`config.mk`:
```
export PLATFORM = sky130hd
export DESIGN_NAME = texture_mip_chain_offset_unit_flat
export DESIGN_NICKNAME = d
export VERILOG_FILES = /design/src/design/tmco_pkg.sv /design/src/design/tmco_ifs.sv /design/src/design/texture_mip_chain_offset_unit.sv /design/src/flat_wrapper.sv
export VERILOG_INCLUDE_DIRS = /design/src /design/src/design
export SDC_FILE = /design/constraint.sdc
export NUM_CORES = 2
export LEC_CHECK = 0
export ABC_AREA = 1
export BUFFER_PORTS_ARGS = -buffer_cell sky130_fd_sc_hd__buf_2
export CAP_MARGIN = 5
export CORE_MARGIN = 2
export CORE_UTILIZATION = 45
export CTS_BUF_LIST = sky130_fd_sc_hd__clkbuf_2 sky130_fd_sc_hd__clkbuf_4 sky130_fd_sc_hd__clkbuf_8
export DETAILED_ROUTE_END_ITERATION = 8
export GPL_TIMING_DRIVEN = 1
export SLEW_MARGIN = 20
export SYNTH_ARGS = -nofsm -noshare
export SYNTH_HDL_FRONTEND = slang
export SYNTH_SLANG_ARGS = --single-unit
export TNS_END_PERCENT = 20
```
`constraint.sdc`:
```
create_clock -name clk -period 7.55 [get_ports clk]
set_clock_uncertainty 0.1 [all_clocks]
set_input_delay 0 -clock clk [delete_from_list [all_inputs] [get_ports clk]]
set_output_delay 0 -clock clk [all_outputs]
set_load 0.01 [all_outputs]
```
`src/design/texture_mip_chain_offset_unit_defines.svh`:
```
// Assertion macros shared by the texture mip chain offset unit.
`ifndef TEXTURE_MIP_CHAIN_OFFSET_UNIT_DEFINES_SVH
`define TEXTURE_MIP_CHAIN_OFFSET_UNIT_DEFINES_SVH

// Same-cycle implication, checked on the rising edge of clk outside reset.
`define TMCO_ASSERT_IMPL(label, ante, cons) \
  label: assert property (@(posedge clk) disable iff (!rst_n) (ante) |-> (cons)) \
    else $error("tmco same-cycle check failed");

// Next-cycle implication, checked on the rising edge of clk outside reset.
`define TMCO_ASSERT_NEXT(label, ante, cons) \
  label: assert property (@(posedge clk) disable iff (!rst_n) (ante) |=> (cons)) \
    else $error("tmco next-cycle check failed");

`endif

```
`src/design/tmco_pkg.sv`:
```
// Shared widths, register indexes, reset values and sequencer states.
`timescale 1ns / 1ps

package tmco_pkg;

  localparam int MAX_MIPS  = 15;
  localparam int MIP_W     = 4;
  localparam int EXT_W     = 15;
  localparam int PAD_W     = 16;
  localparam int DEPTH_W   = 12;
  localparam int ARRAY_W   = 12;
  localparam int BS_W      = 5;
  localparam int BPP_W     = 8;
  localparam int ARR_IDX_W = 11;
  localparam int FACE_W    = 3;
  localparam int DIDX_W    = 11;
  localparam int WORD_W    = 32;
  localparam int MUL_B_W   = 16;
  localparam int TEX_IDX_W = 14;
  localparam int TEXS_W    = 15;
  localparam int ADDR_W    = 5;
  localparam int REG_IDX_W = 3;
  localparam int BIT_IDX_W = 4;

  localparam logic [REG_IDX_W-1:0] REG_TEX_WIDTH   = 3'd0;
  localparam logic [REG_IDX_W-1:0] REG_TEX_HEIGHT  = 3'd1;
  localparam logic [REG_IDX_W-1:0] REG_TEX_DEPTH   = 3'd2;
  localparam logic [REG_IDX_W-1:0] REG_MIP_COUNT   = 3'd3;
  localparam logic [REG_IDX_W-1:0] REG_ARRAY_COUNT = 3'd4;
  localparam logic [REG_IDX_W-1:0] REG_CUBE_MAP    = 3'd5;
  localparam logic [REG_IDX_W-1:0] REG_BLOCK_SIZE  = 3'd6;
  localparam logic [REG_IDX_W-1:0] REG_BPP         = 3'd7;

  localparam logic [EXT_W-1:0]   RST_TEX_WIDTH   = 15'd1;
  localparam logic [EXT_W-1:0]   RST_TEX_HEIGHT  = 15'd1;
  localparam logic [DEPTH_W-1:0] RST_TEX_DEPTH   = 12'd1;
  localparam logic [MIP_W-1:0]   RST_MIP_COUNT   = 4'd1;
  localparam logic [ARRAY_W-1:0] RST_ARRAY_COUNT = 12'd1;
  localparam logic               RST_CUBE_MAP    = 1'b0;
  localparam logic [BS_W-1:0]    RST_BLOCK_SIZE  = 5'd1;
  localparam logic [BPP_W-1:0]   RST_BPP         = 8'd32;

  typedef enum logic [10:0] {
    S_IDLE  = 11'b000_0000_0001,
    S_REM   = 11'b000_0000_0010,
    S_EXT   = 11'b000_0000_0100,
    S_LINE  = 11'b000_0000_1000,
    S_SLICE = 11'b000_0001_0000,
    S_TEX   = 11'b000_0010_0000,
    S_ACC   = 11'b000_0100_0000,
    S_F0    = 11'b000_1000_0000,
    S_F1    = 11'b001_0000_0000,
    S_F2    = 11'b010_0000_0000,
    S_F3    = 11'b100_0000_0000
  } state_t;

endpackage

```
`src/design/tmco_ifs.sv`:
```
// Valid/ready channel interfaces for query beats and result beats.
`timescale 1ns / 1ps

interface tmco_in_if;
  logic                               valid;
  logic                               ready;
  logic [tmco_pkg::ARR_IDX_W-1:0]     array_index;
  logic [tmco_pkg::FACE_W-1:0]        face;
  logic [tmco_pkg::MIP_W-1:0]         mip_level;
  logic [tmco_pkg::DIDX_W-1:0]        depth_index;

  modport source (output valid, array_index, face, mip_level, depth_index, input ready);
  modport sink (input valid, array_index, face, mip_level, depth_index, output ready);
endinterface

interface tmco_out_if;
  logic                               valid;
  logic                               ready;
  logic [tmco_pkg::WORD_W-1:0]        data_offset;
  logic [tmco_pkg::WORD_W-1:0]        line_bytes;
  logic [tmco_pkg::WORD_W-1:0]        slice_bytes;
  logic [tmco_pkg::EXT_W-1:0]         padded_width;
  logic [tmco_pkg::EXT_W-1:0]         padded_height;
  logic [tmco_pkg::WORD_W-1:0]        total_bytes;

  modport source (output valid, data_offset, line_bytes, slice_bytes, padded_width,
                  padded_height, total_bytes, input ready);
  modport sink (input valid, data_offset, line_bytes, slice_bytes, padded_width,
                padded_height, total_bytes, output ready);
endinterface

```
`src/design/texture_mip_chain_offset_unit.sv`:
```
// Texture mip chain offset unit: byte layout answers for mipmapped, arrayed textures.
`timescale 1ns / 1ps
`include "texture_mip_chain_offset_unit_defines.svh"

// One query is handled at a time and in_chan.ready stays low while it runs. Restoring
// remainder steps, one per extent bit, find the block-padding remainders of every
// halved width and height. Each mip level then uses the single shared 32x16 multiplier
// three times plus one accumulate, and none are run when mip_count is zero. Closing
// states F0 to F3 build the data offset and total size on the same multiplier. The
// last closing state waits while the result register still holds a beat that has not
// been taken. The result register lets the next query start while the previous
// result beat is still waiting.
module texture_mip_chain_offset_unit (
  input  logic                             clk,
  input  logic                             rst_n,
  tmco_in_if.sink                          in_chan,
  tmco_out_if.source                       out_chan,
  input  logic                             psel,
  input  logic                             penable,
  input  logic                             pwrite,
  input  logic [tmco_pkg::ADDR_W-1:0]      paddr,
  input  logic [tmco_pkg::WORD_W-1:0]      pwdata,
  output logic [tmco_pkg::WORD_W-1:0]      prdata,
  output logic                             pready
);

  logic [tmco_pkg::EXT_W-1:0]     tex_width_r;
  logic [tmco_pkg::EXT_W-1:0]     tex_height_r;
  logic [tmco_pkg::DEPTH_W-1:0]   tex_depth_r;
  logic [tmco_pkg::MIP_W-1:0]     mip_count_r;
  logic [tmco_pkg::ARRAY_W-1:0]   array_count_r;
  logic                           cube_map_r;
  logic [tmco_pkg::BS_W-1:0]      block_size_r;
  logic [tmco_pkg::BPP_W-1:0]     bpp_r;

  tmco_pkg::state_t               state_r;
  tmco_pkg::state_t               state_nxt;

  logic [tmco_pkg::ARR_IDX_W-1:0] arr_idx_r;
  logic [tmco_pkg::FACE_W-1:0]    face_r;
  logic [tmco_pkg::MIP_W-1:0]     lvl_r;
  logic [tmco_pkg::DIDX_W-1:0]    didx_r;

  logic [tmco_pkg::BIT_IDX_W-1:0] bit_r;
  logic [tmco_pkg::BS_W-1:0]      prw_r;
  logic [tmco_pkg::BS_W-1:0]      prh_r;
  logic [tmco_pkg::BS_W-1:0]      rem_w_r [tmco_pkg::EXT_W];
  logic [tmco_pkg::BS_W-1:0]      rem_h_r [tmco_pkg::EXT_W];

  logic [tmco_pkg::MIP_W-1:0]     mip_r;
  logic [tmco_pkg::PAD_W-1:0]     w_r;
  logic [tmco_pkg::PAD_W-1:0]     h_r;
  logic [tmco_pkg::DEPTH_W-1:0]   d_r;
  logic [tmco_pkg::WORD_W-1:0]    prod_r;
  logic [tmco_pkg::WORD_W-1:0]    chain_r;
  logic [tmco_pkg::WORD_W-1:0]    off_r;

  logic [tmco_pkg::WORD_W-1:0]    sel_line_r;
  logic [tmco_pkg::WORD_W-1:0]    sel_slice_r;
  logic [tmco_pkg::WORD_W-1:0]    sel_off_r;
  logic [tmco_pkg::EXT_W-1:0]     sel_w_r;
  logic [tmco_pkg::EXT_W-1:0]     sel_h_r;

  logic                           out_valid_r;
  logic [tmco_pkg::WORD_W-1:0]    data_offset_r;
  logic [tmco_pkg::WORD_W-1:0]    line_bytes_r;
  logic [tmco_pkg::WORD_W-1:0]    slice_bytes_r;
  logic [tmco_pkg::EXT_W-1:0]     padded_width_r;
  logic [tmco_pkg::EXT_W-1:0]     padded_height_r;
  logic [tmco_pkg::WORD_W-1:0]    total_bytes_r;

  logic                           cfg_wr;
  logic                           in_acc;
  logic                           out_load;
  logic [tmco_pkg::BS_W-1:0]      bs_eff;
  logic [tmco_pkg::MIP_W-1:0]     mips_eff;
  logic [tmco_pkg::ARRAY_W-1:0]   arrays;
  logic [tmco_pkg::TEXS_W-1:0]    textures;
  logic [tmco_pkg::TEX_IDX_W-1:0] tex_idx;
  logic [tmco_pkg::BS_W:0]        rw_try;
  logic [tmco_pkg::BS_W:0]        rh_try;
  logic [tmco_pkg::BS_W:0]        rw_new;
  logic [tmco_pkg::BS_W:0]        rh_new;
  logic                           last_mip;
  logic                           is_sel;
  logic [tmco_pkg::MIP_W-1:0]     ext_idx;
  logic [tmco_pkg::EXT_W-1:0]     vw;
  logic [tmco_pkg::EXT_W-1:0]     vh;
  logic [tmco_pkg::DEPTH_W-1:0]   vd;
  logic [tmco_pkg::BS_W-1:0]      rw_sel;
  logic [tmco_pkg::BS_W-1:0]      rh_sel;
  logic [tmco_pkg::PAD_W-1:0]     pw;
  logic [tmco_pkg::PAD_W-1:0]     ph;
  logic [tmco_pkg::DEPTH_W-1:0]   pd;
  logic [tmco_pkg::WORD_W-1:0]    mul_a;
  logic [tmco_pkg::MUL_B_W-1:0]   mul_b;
  logic [tmco_pkg::WORD_W+tmco_pkg::MUL_B_W-1:0] mul_full;
  logic                           mul_en;

  assign pready = 1'b1;
  assign cfg_wr = psel && penable && pwrite;

  always_ff @(posedge clk) begin
    if (!rst_n) begin
      tex_width_r   <= tmco_pkg::RST_TEX_WIDTH;
      tex_height_r  <= tmco_pkg::RST_TEX_HEIGHT;
      tex_depth_r   <= tmco_pkg::RST_TEX_DEPTH;
      mip_count_r   <= tmco_pkg::RST_MIP_COUNT;
      array_count_r <= tmco_pkg::RST_ARRAY_COUNT;
      cube_map_r    <= tmco_pkg::RST_CUBE_MAP;
      block_size_r  <= tmco_pkg::RST_BLOCK_SIZE;
      bpp_r         <= tmco_pkg::RST_BPP;
    end else if (cfg_wr) begin
      case (paddr[tmco_pkg::ADDR_W-1:2])
        tmco_pkg::REG_TEX_WIDTH:   tex_width_r   <= pwdata[tmco_pkg::EXT_W-1:0];
        tmco_pkg::REG_TEX_HEIGHT:  tex_height_r  <= pwdata[tmco_pkg::EXT_W-1:0];
        tmco_pkg::REG_TEX_DEPTH:   tex_depth_r   <= pwdata[tmco_pkg::DEPTH_W-1:0];
        tmco_pkg::REG_MIP_COUNT:   mip_count_r   <= pwdata[tmco_pkg::MIP_W-1:0];
        tmco_pkg::REG_ARRAY_COUNT: array_count_r <= pwdata[tmco_pkg::ARRAY_W-1:0];
        tmco_pkg::REG_CUBE_MAP:    cube_map_r    <= pwdata[0];
        tmco_pkg::REG_BLOCK_SIZE:  block_size_r  <= pwdata[tmco_pkg::BS_W-1:0];
        tmco_pkg::REG_BPP:         bpp_r         <= pwdata[tmco_pkg::BPP_W-1:0];
        default: begin
        end
      endcase
    end
  end

  always_comb begin
    case (paddr[tmco_pkg::ADDR_W-1:2])
      tmco_pkg::REG_TEX_WIDTH:   prdata = tmco_pkg::WORD_W'(tex_width_r);
      tmco_pkg::REG_TEX_HEIGHT:  prdata = tmco_pkg::WORD_W'(tex_height_r);
      tmco_pkg::REG_TEX_DEPTH:   prdata = tmco_pkg::WORD_W'(tex_depth_r);
      tmco_pkg::REG_MIP_COUNT:   prdata = tmco_pkg::WORD_W'(mip_count_r);
      tmco_pkg::REG_ARRAY_COUNT: prdata = tmco_pkg::WORD_W'(array_count_r);
      tmco_pkg::REG_CUBE_MAP:    prdata = tmco_pkg::WORD_W'(cube_map_r);
      tmco_pkg::REG_BLOCK_SIZE:  prdata = tmco_pkg::WORD_W'(block_size_r);
      tmco_pkg::REG_BPP:         prdata = tmco_pkg::WORD_W'(bpp_r);
      default:                   prdata = '0;
    endcase
  end

  assign bs_eff   = (block_size_r == '0) ? tmco_pkg::BS_W'(1) : block_size_r;
  assign mips_eff = (mip_count_r > tmco_pkg::MIP_W'(tmco_pkg::MAX_MIPS)) ?
                    tmco_pkg::MIP_W'(tmco_pkg::MAX_MIPS) : mip_count_r;
  assign arrays   = (array_count_r == '0) ? tmco_pkg::ARRAY_W'(1) : array_count_r;
  assign textures = cube_map_r ?
                    tmco_pkg::TEXS_W'({arrays, 2'b00}) + tmco_pkg::TEXS_W'({arrays, 1'b0}) :
                    tmco_pkg::TEXS_W'(arrays);
  assign tex_idx  = cube_map_r ?
                    tmco_pkg::TEX_IDX_W'({arr_idx_r, 2'b00}) +
                    tmco_pkg::TEX_IDX_W'({arr_idx_r, 1'b0}) + tmco_pkg::TEX_IDX_W'(face_r) :
                    tmco_pkg::TEX_IDX_W'(arr_idx_r) + tmco_pkg::TEX_IDX_W'(face_r);

  // Restoring remainder step, MSB first: after bit i the partial remainder is
  // (extent >> i) mod block size, so one pass yields the remainder for every mip.
  assign rw_try = {prw_r, tex_width_r[bit_r]};
  assign rh_try = {prh_r, tex_height_r[bit_r]};
  assign rw_new = (rw_try >= {1'b0, bs_eff}) ? rw_try - {1'b0, bs_eff} : rw_try;
  assign rh_new = (rh_try >= {1'b0, bs_eff}) ? rh_try - {1'b0, bs_eff} : rh_try;

  assign last_mip = ((mip_r + tmco_pkg::MIP_W'(1)) == mips_eff);
  assign is_sel   = (mip_r == lvl_r);
  assign ext_idx  = (state_r == tmco_pkg::S_ACC && !last_mip) ?
                    mip_r + tmco_pkg::MIP_W'(1) : mip_r;

  assign vw     = tex_width_r >> ext_idx;
  assign vh     = tex_height_r >> ext_idx;
  assign vd     = tex_depth_r >> ext_idx;
  assign rw_sel = rem_w_r[ext_idx];
  assign rh_sel = rem_h_r[ext_idx];

  always_comb begin
    if (vw == '0) begin
      pw = tmco_pkg::PAD_W'(bs_eff);
    end else if (rw_sel == '0) begin
      pw = tmco_pkg::PAD_W'(vw);
    end else begin
      pw = tmco_pkg::PAD_W'(vw) + tmco_pkg::PAD_W'(bs_eff) - tmco_pkg::PAD_W'(rw_sel);
    end
    if (vh == '0) begin
      ph = tmco_pkg::PAD_W'(bs_eff);
    end else if (rh_sel == '0) begin
      ph = tmco_pkg::PAD_W'(vh);
    end else begin
      ph = tmco_pkg::PAD_W'(vh) + tmco_pkg::PAD_W'(bs_eff) - tmco_pkg::PAD_W'(rh_sel);
    end
    pd = (vd == '0) ? tmco_pkg::DEPTH_W'(1) : vd;
  end

  always_comb begin
    mul_en = 1'b1;
    case (state_r)
      tmco_pkg::S_LINE: begin
        mul_a = tmco_pkg::WORD_W'(w_r);
        mul_b = tmco_pkg::MUL_B_W'(bpp_r);
      end
      tmco_pkg::S_SLICE: begin
        mul_a = tmco_pkg::WORD_W'(prod_r[23:3]);
        mul_b = h_r;
      end
      tmco_pkg::S_TEX: begin
        mul_a = prod_r;
        mul_b = tmco_pkg::MUL_B_W'(d_r);
      end
      tmco_pkg::S_F0: begin
        mul_a = chain_r;
        mul_b = tmco_pkg::MUL_B_W'(tex_idx);
      end
      tmco_pkg::S_F1: begin
        mul_a = sel_slice_r;
        mul_b = tmco_pkg::MUL_B_W'(didx_r);
      end
      tmco_pkg::S_F2: begin
        mul_a = chain_r;
        mul_b = tmco_pkg::MUL_B_W'(textures);
      end
      default: begin
        mul_en = 1'b0;
        mul_a  = '0;
        mul_b  = '0;
      end
    endcase
  end

  assign mul_full = (tmco_pkg::WORD_W+tmco_pkg::MUL_B_W)'(mul_a) *
                    (tmco_pkg::WORD_W+tmco_pkg::MUL_B_W)'(mul_b);

  assign in_chan.ready = (state_r == tmco_pkg::S_IDLE);
  assign in_acc        = in_chan.valid && in_chan.ready;
  assign out_load      = (state_r == tmco_pkg::S_F3) && (!out_valid_r || out_chan.ready);

  always_comb begin
    state_nxt = state_r;
    case (state_r)
      tmco_pkg::S_IDLE:  if (in_acc) state_nxt = tmco_pkg::S_REM;
      tmco_pkg::S_REM: begin
        if (bit_r == '0) begin
          state_nxt = (mips_eff == '0) ? tmco_pkg::S_F0 : tmco_pkg::S_EXT;
        end
      end
      tmco_pkg::S_EXT:   state_nxt = tmco_pkg::S_LINE;
      tmco_pkg::S_LINE:  state_nxt = tmco_pkg::S_SLICE;
      tmco_pkg::S_SLICE: state_nxt = tmco_pkg::S_TEX;
      tmco_pkg::S_TEX:   state_nxt = tmco_pkg::S_ACC;
      tmco_pkg::S_ACC:   state_nxt = last_mip ? tmco_pkg::S_F0 : tmco_pkg::S_LINE;
      tmco_pkg::S_F0:    state_nxt = tmco_pkg::S_F1;
      tmco_pkg::S_F1:    state_nxt = tmco_pkg::S_F2;
      tmco_pkg::S_F2:    state_nxt = tmco_pkg::S_F3;
      tmco_pkg::S_F3:    if (out_load) state_nxt = tmco_pkg::S_IDLE;
      default:           state_nxt = tmco_pkg::S_IDLE;
    endcase
  end

  always_ff @(posedge clk) begin
    if (!rst_n) begin
      state_r     <= tmco_pkg::S_IDLE;
      out_valid_r <= 1'b0;
    end else begin
      state_r <= state_nxt;
      if (out_load) begin
        out_valid_r <= 1'b1;
      end else if (out_chan.ready) begin
        out_valid_r <= 1'b0;
      end
    end
  end

  always_ff @(posedge clk) begin
    if (mul_en) begin
      prod_r <= mul_full[tmco_pkg::WORD_W-1:0];
    end
    case (state_r)
      tmco_pkg::S_IDLE: begin
        if (in_acc) begin
          arr_idx_r   <= in_chan.array_index;
          face_r      <= in_chan.face;
          lvl_r       <= in_chan.mip_level;
          didx_r      <= in_chan.depth_index;
          bit_r       <= tmco_pkg::BIT_IDX_W'(tmco_pkg::EXT_W - 1);
          prw_r       <= '0;
          prh_r       <= '0;
          mip_r       <= '0;
          chain_r     <= '0;
          sel_line_r  <= '0;
          sel_slice_r <= '0;
          sel_off_r   <= '0;
          sel_w_r     <= '0;
          sel_h_r     <= '0;
        end
      end
      tmco_pkg::S_REM: begin
        rem_w_r[bit_r] <= rw_new[tmco_pkg::BS_W-1:0];
        rem_h_r[bit_r] <= rh_new[tmco_pkg::BS_W-1:0];
        prw_r          <= rw_new[tmco_pkg::BS_W-1:0];
        prh_r          <= rh_new[tmco_pkg::BS_W-1:0];
        bit_r          <= bit_r - tmco_pkg::BIT_IDX_W'(1);
      end
      tmco_pkg::S_EXT: begin
        w_r <= pw;
        h_r <= ph;
        d_r <= pd;
      end
      tmco_pkg::S_SLICE: begin
        if (is_sel) begin
          sel_line_r <= tmco_pkg::WORD_W'(prod_r[23:3]);
          sel_w_r    <= w_r[tmco_pkg::EXT_W-1:0];
          sel_h_r    <= h_r[tmco_pkg::EXT_W-1:0];
          sel_off_r  <= chain_r;
        end
      end
      tmco_pkg::S_TEX: begin
        if (is_sel) begin
          sel_slice_r <= prod_r;
        end
      end
      tmco_pkg::S_ACC: begin
        chain_r <= chain_r + prod_r;
        mip_r   <= mip_r + tmco_pkg::MIP_W'(1);
        w_r     <= pw;
        h_r     <= ph;
        d_r     <= pd;
      end
      tmco_pkg::S_F1: begin
        off_r <= prod_r + sel_off_r;
      end
      tmco_pkg::S_F2: begin
        off_r <= off_r + prod_r;
      end
      tmco_pkg::S_F3: begin
        if (out_load) begin
          data_offset_r   <= off_r;
          line_bytes_r    <= sel_line_r;
          slice_bytes_r   <= sel_slice_r;
          padded_width_r  <= sel_w_r;
          padded_height_r <= sel_h_r;
          total_bytes_r   <= prod_r;
        end
      end
      default: begin
      end
    endcase
  end

  assign out_chan.valid         = out_valid_r;
  assign out_chan.data_offset   = data_offset_r;
  assign out_chan.line_bytes    = line_bytes_r;
  assign out_chan.slice_bytes   = slice_bytes_r;
  assign out_chan.padded_width  = padded_width_r;
  assign out_chan.padded_height = padded_height_r;
  assign out_chan.total_bytes   = total_bytes_r;

  `TMCO_ASSERT_NEXT(a_accept_starts_rem, in_acc, state_r == tmco_pkg::S_REM)
  `TMCO_ASSERT_IMPL(a_out_from_fin, $rose(out_valid_r), $past(state_r) == tmco_pkg::S_F3)
  `TMCO_ASSERT_IMPL(a_mip_in_range, state_r == tmco_pkg::S_LINE, mip_r < mips_eff)
  `TMCO_ASSERT_IMPL(a_unused_level_zero,
                    (state_r == tmco_pkg::S_F3) && (lvl_r >= mips_eff),
                    (sel_line_r == '0) && (sel_w_r == '0) && (sel_off_r == '0))

endmodule

```
`src/flat_wrapper.sv`:
```
// flat-port wrapper written by rule: the top's interface ports become plain ports
module texture_mip_chain_offset_unit_flat 
  (clk, rst_n, psel, penable, pwrite, paddr, pwdata, prdata, pready, in_chan_valid, in_chan_array_index, in_chan_face, in_chan_mip_level, in_chan_depth_index, in_chan_ready, out_chan_valid, out_chan_data_offset, out_chan_line_bytes, out_chan_slice_bytes, out_chan_padded_width, out_chan_padded_height, out_chan_total_bytes, out_chan_ready);
  tmco_in_if in_chan_i ();
  tmco_out_if out_chan_i ();
  input  logic clk;
  input  logic rst_n;
  input  logic psel;
  input  logic penable;
  input  logic pwrite;
  input  logic [tmco_pkg::ADDR_W-1:0] paddr;
  input  logic [tmco_pkg::WORD_W-1:0] pwdata;
  output logic [tmco_pkg::WORD_W-1:0] prdata;
  output logic pready;
  input wire logic [$bits(in_chan_i.valid)-1:0] in_chan_valid;
  input wire logic [$bits(in_chan_i.array_index)-1:0] in_chan_array_index;
  input wire logic [$bits(in_chan_i.face)-1:0] in_chan_face;
  input wire logic [$bits(in_chan_i.mip_level)-1:0] in_chan_mip_level;
  input wire logic [$bits(in_chan_i.depth_index)-1:0] in_chan_depth_index;
  output wire logic [$bits(in_chan_i.ready)-1:0] in_chan_ready;
  output wire logic [$bits(out_chan_i.valid)-1:0] out_chan_valid;
  output wire logic [$bits(out_chan_i.data_offset)-1:0] out_chan_data_offset;
  output wire logic [$bits(out_chan_i.line_bytes)-1:0] out_chan_line_bytes;
  output wire logic [$bits(out_chan_i.slice_bytes)-1:0] out_chan_slice_bytes;
  output wire logic [$bits(out_chan_i.padded_width)-1:0] out_chan_padded_width;
  output wire logic [$bits(out_chan_i.padded_height)-1:0] out_chan_padded_height;
  output wire logic [$bits(out_chan_i.total_bytes)-1:0] out_chan_total_bytes;
  input wire logic [$bits(out_chan_i.ready)-1:0] out_chan_ready;
  assign in_chan_i.valid = in_chan_valid;
  assign in_chan_i.array_index = in_chan_array_index;
  assign in_chan_i.face = in_chan_face;
  assign in_chan_i.mip_level = in_chan_mip_level;
  assign in_chan_i.depth_index = in_chan_depth_index;
  assign in_chan_ready = in_chan_i.ready;
  assign out_chan_valid = out_chan_i.valid;
  assign out_chan_data_offset = out_chan_i.data_offset;
  assign out_chan_line_bytes = out_chan_i.line_bytes;
  assign out_chan_slice_bytes = out_chan_i.slice_bytes;
  assign out_chan_padded_width = out_chan_i.padded_width;
  assign out_chan_padded_height = out_chan_i.padded_height;
  assign out_chan_total_bytes = out_chan_i.total_bytes;
  assign out_chan_i.ready = out_chan_ready;
  texture_mip_chain_offset_unit u_core (.clk(clk), .rst_n(rst_n), .in_chan(in_chan_i), .out_chan(out_chan_i), .psel(psel), .penable(penable), .pwrite(pwrite), .paddr(paddr), .pwdata(pwdata), .prdata(prdata), .pready(pready));
endmodule
```
Word-level counts from Yosys, hierarchy flattened
Memory sizes are Yosys's and may differ from the RTL's. Cells that the tools add are included.

Word-level logic and storage cells: 184. Bits in writable memories: 150. Output and inout port bits: 193. Memories kept: 2. Register bits: 555.

$lt $le $gt $ge: 4. Add/subtract/negate cells: 15. $mul: 1. Equal/unequal tests: 25. Reduce and logical (&&, ||, !) cells: 44. Shift-type cells: 3. Multiplexer cells: 51.

Memory list: u_core.rem_h_r (words 15, width 5, read ports 1, clocked after memory_dff 0, write ports 1, line texture_mip_chain_offset_unit.sv:48) `logic [tmco_pkg::BS_W-1:0] rem_h_r [tmco_pkg::EXT_W];`; u_core.rem_w_r (words 15, width 5, read ports 1, clocked after memory_dff 0, write ports 1, line texture_mip_chain_offset_unit.sv:47) `logic [tmco_pkg::BS_W-1:0] rem_w_r [tmco_pkg::EXT_W];`.

Operators with widths (number): 32-bit one-hot mux with 2 select lines (5); 32-bit one-hot mux with 8 select lines (1); 32-bit one-hot mux with 5 select lines (1); 32-bit two-way mux (4); 11-bit one-hot mux with 11 select lines (1); 32-bit adder (3); 16-bit one-hot mux with 6 select lines (1); 15-bit two-way mux (6); 15-bit one-hot mux with 2 select lines (2); 11-bit two-way mux (3); 15-bit by 5-bit adder with 16-bit output (2); 32-bit by 16-bit multiplier with 32-bit output (1); 16-bit by 5-bit subtractor with 16-bit output (2); 15-bit logical NOT (2); 5-bit two-way mux (6); 15-bit by 4-bit >> shifter with 15-bit output (2); 12-bit logical NOT (2); 2-bit AND reduction (12); 5-bit one-hot mux with 2 select lines (2); 4-bit two-way mux (4); 8-bit two-way mux (2); 4-bit one-hot mux with 2 select lines (2); 14-bit by 13-bit adder with 15-bit output (1); 5-bit logical NOT (3); 40 further kinds (73).

Longest topological paths before layout
Depth after elaboration: 11. Gate-level depth with buffers: 49. Depth with buffers taken out: 47.

Worst setup path before layout
OpenSTA, ideal clock, no wires.

Kind: reg2reg. Start: register u_core.array_count_r[10] (netlist name). End: register u_core.prod_r[28] (netlist name), data pin. Setup slack: -0.424 ns. Arrival: 7.610 ns. Stages on the path, launching flop included: 43. Setup time: 0.264 ns. Path through: dfxtp_1 -> inv_1 -> ha_1 -> nand2_1 -> inv_1 -> nand2_1 -> nor2_1 -> nor2_1 -> ha_1 -> nand2_1 -> o21ai_0 -> a21boi_0 -> o21ai_0 -> inv_1 -> nor2_1 -> nor2_1 -> nand2_1 -> nand3_1 -> [... 7 more ...] -> fa_1 -> fa_1 -> inv_1 -> fa_1 -> inv_1 -> ha_1 -> nand2_1 -> inv_1 -> nand3_1 -> nor3_1 -> a21oi_1 -> inv_1 -> a21oi_1 -> o31ai_1 -> nand3_1 -> nand2_1 -> a31oi_1 -> xor2_1.

Word-level cells in the longest chain between the ends: 6.

Ends and longest elaborated chain: start: declaration (line texture_mip_chain_offset_unit.sv:31) `logic [tmco_pkg::ARRAY_W-1:0] array_count_r;`; start signal: assignment (line texture_mip_chain_offset_unit.sv:109) `array_count_r <= tmco_pkg::RST_ARRAY_COUNT;`; start signal: assignment (line texture_mip_chain_offset_unit.sv:119) `tmco_pkg::REG_ARRAY_COUNT: array_count_r <= pwdata[tmco_pkg::ARRAY_W-1:0];`; 12-bit logical NOT (line texture_mip_chain_offset_unit.sv:146) `assign arrays = (array_count_r == '0) ? tmco_pkg::ARRAY_W'(1) : array_count_r;`; 12-bit two-way mux (*) (line texture_mip_chain_offset_unit.sv:146); 14-bit by 13-bit adder with 15-bit output (line texture_mip_chain_offset_unit.sv:148) `tmco_pkg::TEXS_W'({arrays, 2'b00}) + tmco_pkg::TEXS_W'({arrays, 1'b0}) :`; 15-bit two-way mux (*) (line texture_mip_chain_offset_unit.sv:147) `assign textures = cube_map_r ?`; 16-bit one-hot mux with 6 select lines (*) (line texture_mip_chain_offset_unit.sv:193) `case (state_r)`; 32-bit by 16-bit multiplier with 32-bit output (*) (line texture_mip_chain_offset_unit.sv:226) `assign mul_full = (tmco_pkg::WORD_W+tmco_pkg::MUL_B_W)'(mul_a) *`; via u_core.mul_full, one bit (line texture_mip_chain_offset_unit.sv:97) `logic [tmco_pkg::WORD_W+tmco_pkg::MUL_B_W-1:0] mul_full;`; end signal: assignment (line texture_mip_chain_offset_unit.sv:271) `prod_r <= mul_full[tmco_pkg::WORD_W-1:0];`; end: declaration (line texture_mip_chain_offset_unit.sv:54) `logic [tmco_pkg::WORD_W-1:0] prod_r;`.

The timed path passes the listed nets; every way through them passes the cells marked *. A chain may end at the register's enable or synchronous reset.

Worst setup path in the final report
Start: register u_core.state_r[1]. End: register u_core.prod_r[28] (netlist name), data pin.

Word-level cells in the longest chain between the ends: 4. Elaborated cells on any way between the ends: 10. Those cells by class: mul (1); eq/ne (6); mux (2); reduce/logical (1).

Ends and longest elaborated chain: start: declaration (line texture_mip_chain_offset_unit.sv:36) `tmco_pkg::state_t state_r;`; start signal: assignment (line texture_mip_chain_offset_unit.sv:257) `state_r <= tmco_pkg::S_IDLE;`; start signal: assignment (line texture_mip_chain_offset_unit.sv:260) `state_r <= state_nxt;`; 11-bit by 8-bit equality test with 1-bit output or 11-bit by 10-bit equality test with 1-bit output (tied branches) (line texture_mip_chain_offset_unit.sv:193); 2-bit OR reduction (no source line); 32-bit one-hot mux with 5 select lines (line texture_mip_chain_offset_unit.sv:193); 32-bit by 16-bit multiplier with 32-bit output (*) (line texture_mip_chain_offset_unit.sv:226); via u_core.mul_full, one bit (line texture_mip_chain_offset_unit.sv:97).

Marks and branches as above.

==> run metrics <==
outcome=finished with violations; failing checks=setup timing; synthesis-stage register bit count=slightly below 700; RSZ-0062 raised after global routing=yes; Mapped Area=~47,000 um2; Final Hold Vio Count=0; Post-synth EDFFs=599; setup ws final=-0.07922 ns; Synth top cells by count=nand2_1, inv_1, edfxtp_1; Rel. slew slack=0.2495; Startpoint Class=flip-flop; grt ovf=0; vias in the first global route=~38,000; core area=just over 100,000 um2; critical path's most frequent cell=fa_1; starting density of the core=0.4541; Post-synth ARST share=0; share of cells above drive strength 1=0.1772; clock-pin transition on the worst setup and hold timing paths=0.06 ns; Leak Pwr=0.02554 uW; Yosys top cell by area=edfxtp_1; largest stage delay on the critical path=around 0.56 ns; routed wire length=144,800 um; Multi-input gate area=around 24,000 um2; pre-CTS WS=-0.6171 ns; capturing element type of the critical path=flip-flop; pwr/cell area=between 200 and 300 nW/um2; Post-DP HPWL=about 110,000 um; main combinational cell family by area after synthesis=adder cells; CTS tree=done; mux cell area share after synthesis=0.007641; Pre-antenna DRT Iters=6; first-pass GRT wire length=221,400 um; Pins Over Slew Limit=0; critical path type=flip-flop to flip-flop; Final #Nets=6,459; Inserted Clock Buffers=116; Rows=118; num ports=266; Final GP Congestion=0.9334; CP max stage cell=fa_1; fill count=9,411; Synth Area in Compound Gates=0.09388; Core Util, Final=0.5460; Worst-Margin Slew=~1.1 ns; most common cell in the netlist=nand2_1; Final ANT Viol Nets=0; fmax=roughly 0.13 GHz; clk buf depth=3; Max-Cap Viols=0; Synth Warn #=0; final worst-path cycle share=1.010; die width=~330 um; DRT iter0 DRCs=roughly 3,300; syn_area_per_cell=around 9.0 um2; clk sink count=683; initial antenna violation count=3; I/O Buffers=217; Area Overhead vs Synth=20.24%; adder-cell area share of the yosys netlist=0.1965; Mapped Cells=5,197; pin count of the biggest net entering global routing=139; WP data required=between 7 and 8 ns; Clock Tree Root=clkbuf_8; Post-Synth XOR/XNOR Area=0.02050; wire per inst=19.78 um; fin cells=7,320; CP Max Fanout=14; vias per std cell=5.195; crit path DAT=7.99 ns; H-tree depth=3; register area share after synthesis=0.4185; placed cells=roughly 7,000; final setup fails=2; Hold WC Path Type=primary input to flip-flop; VDD IR max=0.1840 mV; FF+latch area=19,680 um2; Synth Flop Type=edfxtp_1; post-synth cell types=59; die area=~110,000 um2; Worst-Skew Late Latency=0.82 ns; via count=38,030; area share of the largest cell type after synthesis=0.3827; gr usage total=0.2703; Final Critical Period=7.629 ns; DRC Markers=0; die height=327.2 um; largest cells by area after synthesis=edfxtp_1, fa_1, nand2_1, inv_1, ha_1; Synth Area in Simple Gates=0.1679
==> state kept, by name, summed over array words and instances (netlist names), 16 cells and up <==
signal / flops
u_core.off_r: 32
u_core.out_chan.slice_bytes: 32
u_core.out_chan.data_offset: 32
u_core.sel_line_r: 21
u_core.out_chan.line_bytes: 21
u_core.out_chan.total_bytes: 32
u_core.rem_h_r: 75
u_core.w_r: 16
u_core.prod_r: 32
u_core.sel_off_r: 32
u_core.h_r: 16
u_core.rem_w_r: 75
u_core.chain_r: 32
u_core.sel_slice_r: 32
==> critical path: cells and delay by family, from the launching register on <==
| kind | cells | cell delay [ns] |
|---|---|---|
| XOR/XNOR | 1 | 0.14 |
| buffers and inverters | 9 | 1.09 |
| AO/OA/AOI/OAI | 3 | 0.42 |
| AND/OR/NAND/NOR | 13 | 1.75 |
| flip-flops | 1 | 0.32 |
| adder cells (fa/ha/maj) | 7 | 3.42 |
==> through the flow <==
step	TNS [ns]	hold WS [ns]	instance area [um2]	total power, uW
6_report	-0.1358	0.05944	56510	15740
4_1_cts	-0.2894	0.001890	56150	15750
2_1_floorplan	-1.041	-0.001131	47100	10220
3_3_place_gp	-4.342	0.07740	51920	11930
3_5_place_dp	-5.470	0.07844	51930	12040
5_1_grt	-2.353	0.07661	56500	16870
==> worst paths after layout <==
path	from	endpoint	slack, ns	depth (start not counted)
hold reg to reg	u_core.sel_line_r[7]	u_core.out_chan.line_bytes[7]	0.31	0
setup / recovery	u_core.state_r[1]	u_core.prod_r[28]	-0.08	33
hold / removal	pwdata[5]	u_core.tex_height_r[5]	0.06	4
setup reg to reg	u_core.state_r[1]	u_core.prod_r[28]	-0.08	33
==> routing by layer <==
| layer | up-vias | part of all wire | global-route usage |
|---|---|---|---|
| li1 | 18080 | - | - |
| met1 | 18360 | 0.43 | 0.3616 |
| met2 | 1346 | 0.48 | 0.4564 |
| met3 | 246 | 0.065 | 0.03748 |
| met4 | 0 | 0.030 | 0.08357 |
| met5 | - | 0 | 0 |
==> layout by cell type, fill, tap and decap left out, types with 15 or more instances in the layout <==
cell	netlist	layout
edfxtp_1	599	599
buf_6	6	15
clkbuf_8	0	122
conb_1	2	29
ha_4	0	17
buf_4	34	346
o21a_1	27	26
ha_1	223	205
nor3_1	32	30
inv_1	896	864
xnor2_1	37	34
buf_12	0	18
xor2_1	73	72
nand2_2	6	29
clkbuf_4	0	38
buf_2	54	217
clkinv_1	6	28
a21oi_1	277	255
mux2_2	31	31
inv_2	12	40
o21ai_0	248	227
dfxtp_1	84	76
a21oi_2	0	18
nand4_1	30	30
o211ai_1	68	68
nor2_2	0	17
o22ai_1	18	18
nand2_1	1138	1107
o21ai_1	33	46
dlygate4sd3_1	0	112
fa_2	0	18
fa_1	322	304
nor2_1	430	407
nand3_1	239	227
==> repair_timing <==
action,CTS,global route
gates resized for setup,144,85
cloned,0,0
hold buffers,112,0
setup endpoints to repair,16,18
endpoints found under the hold margin,155,0
setup buffers,16,1
pin swaps,59,31
==> cell type report <==
| cell class | count | area share |
|---|---|---|
| timing repair buffer | 709 | 0.09466 |
| sequential | 683 | 0.3483 |
| clock inverter | 55 | 0.01019 |
| multi-input combinational | 3417 | 0.4205 |
| tap | 1380 | 0.03056 |
| antenna | 2 | 0.00008857 |
| inverter | 914 | 0.06096 |
| clock buffer | 160 | 0.03476 |
==> kinds of logic (layout without fill, tap and decap cells) <==
family          after synthesis  count (layout)
flops                       683             683
compound gates              771             771
fa+ha+maj                   545             545
buf+inv                    1124            1838
other cells                   2              31
xor+xnor                    110             110
simple gates               1930            1930
mux                          32              32
==> power breakdown <==
part           leakage [uW]  internal, uW  switching (uW)  total, uW
combinational        0.0181          2270            4420       6690
clock               0.00132          2040            1590       3630
sequential          0.00615          5170             255       5420
total                0.0255          9480            6260      15700
No activity file was read; power rests on OpenSTA's default activity.
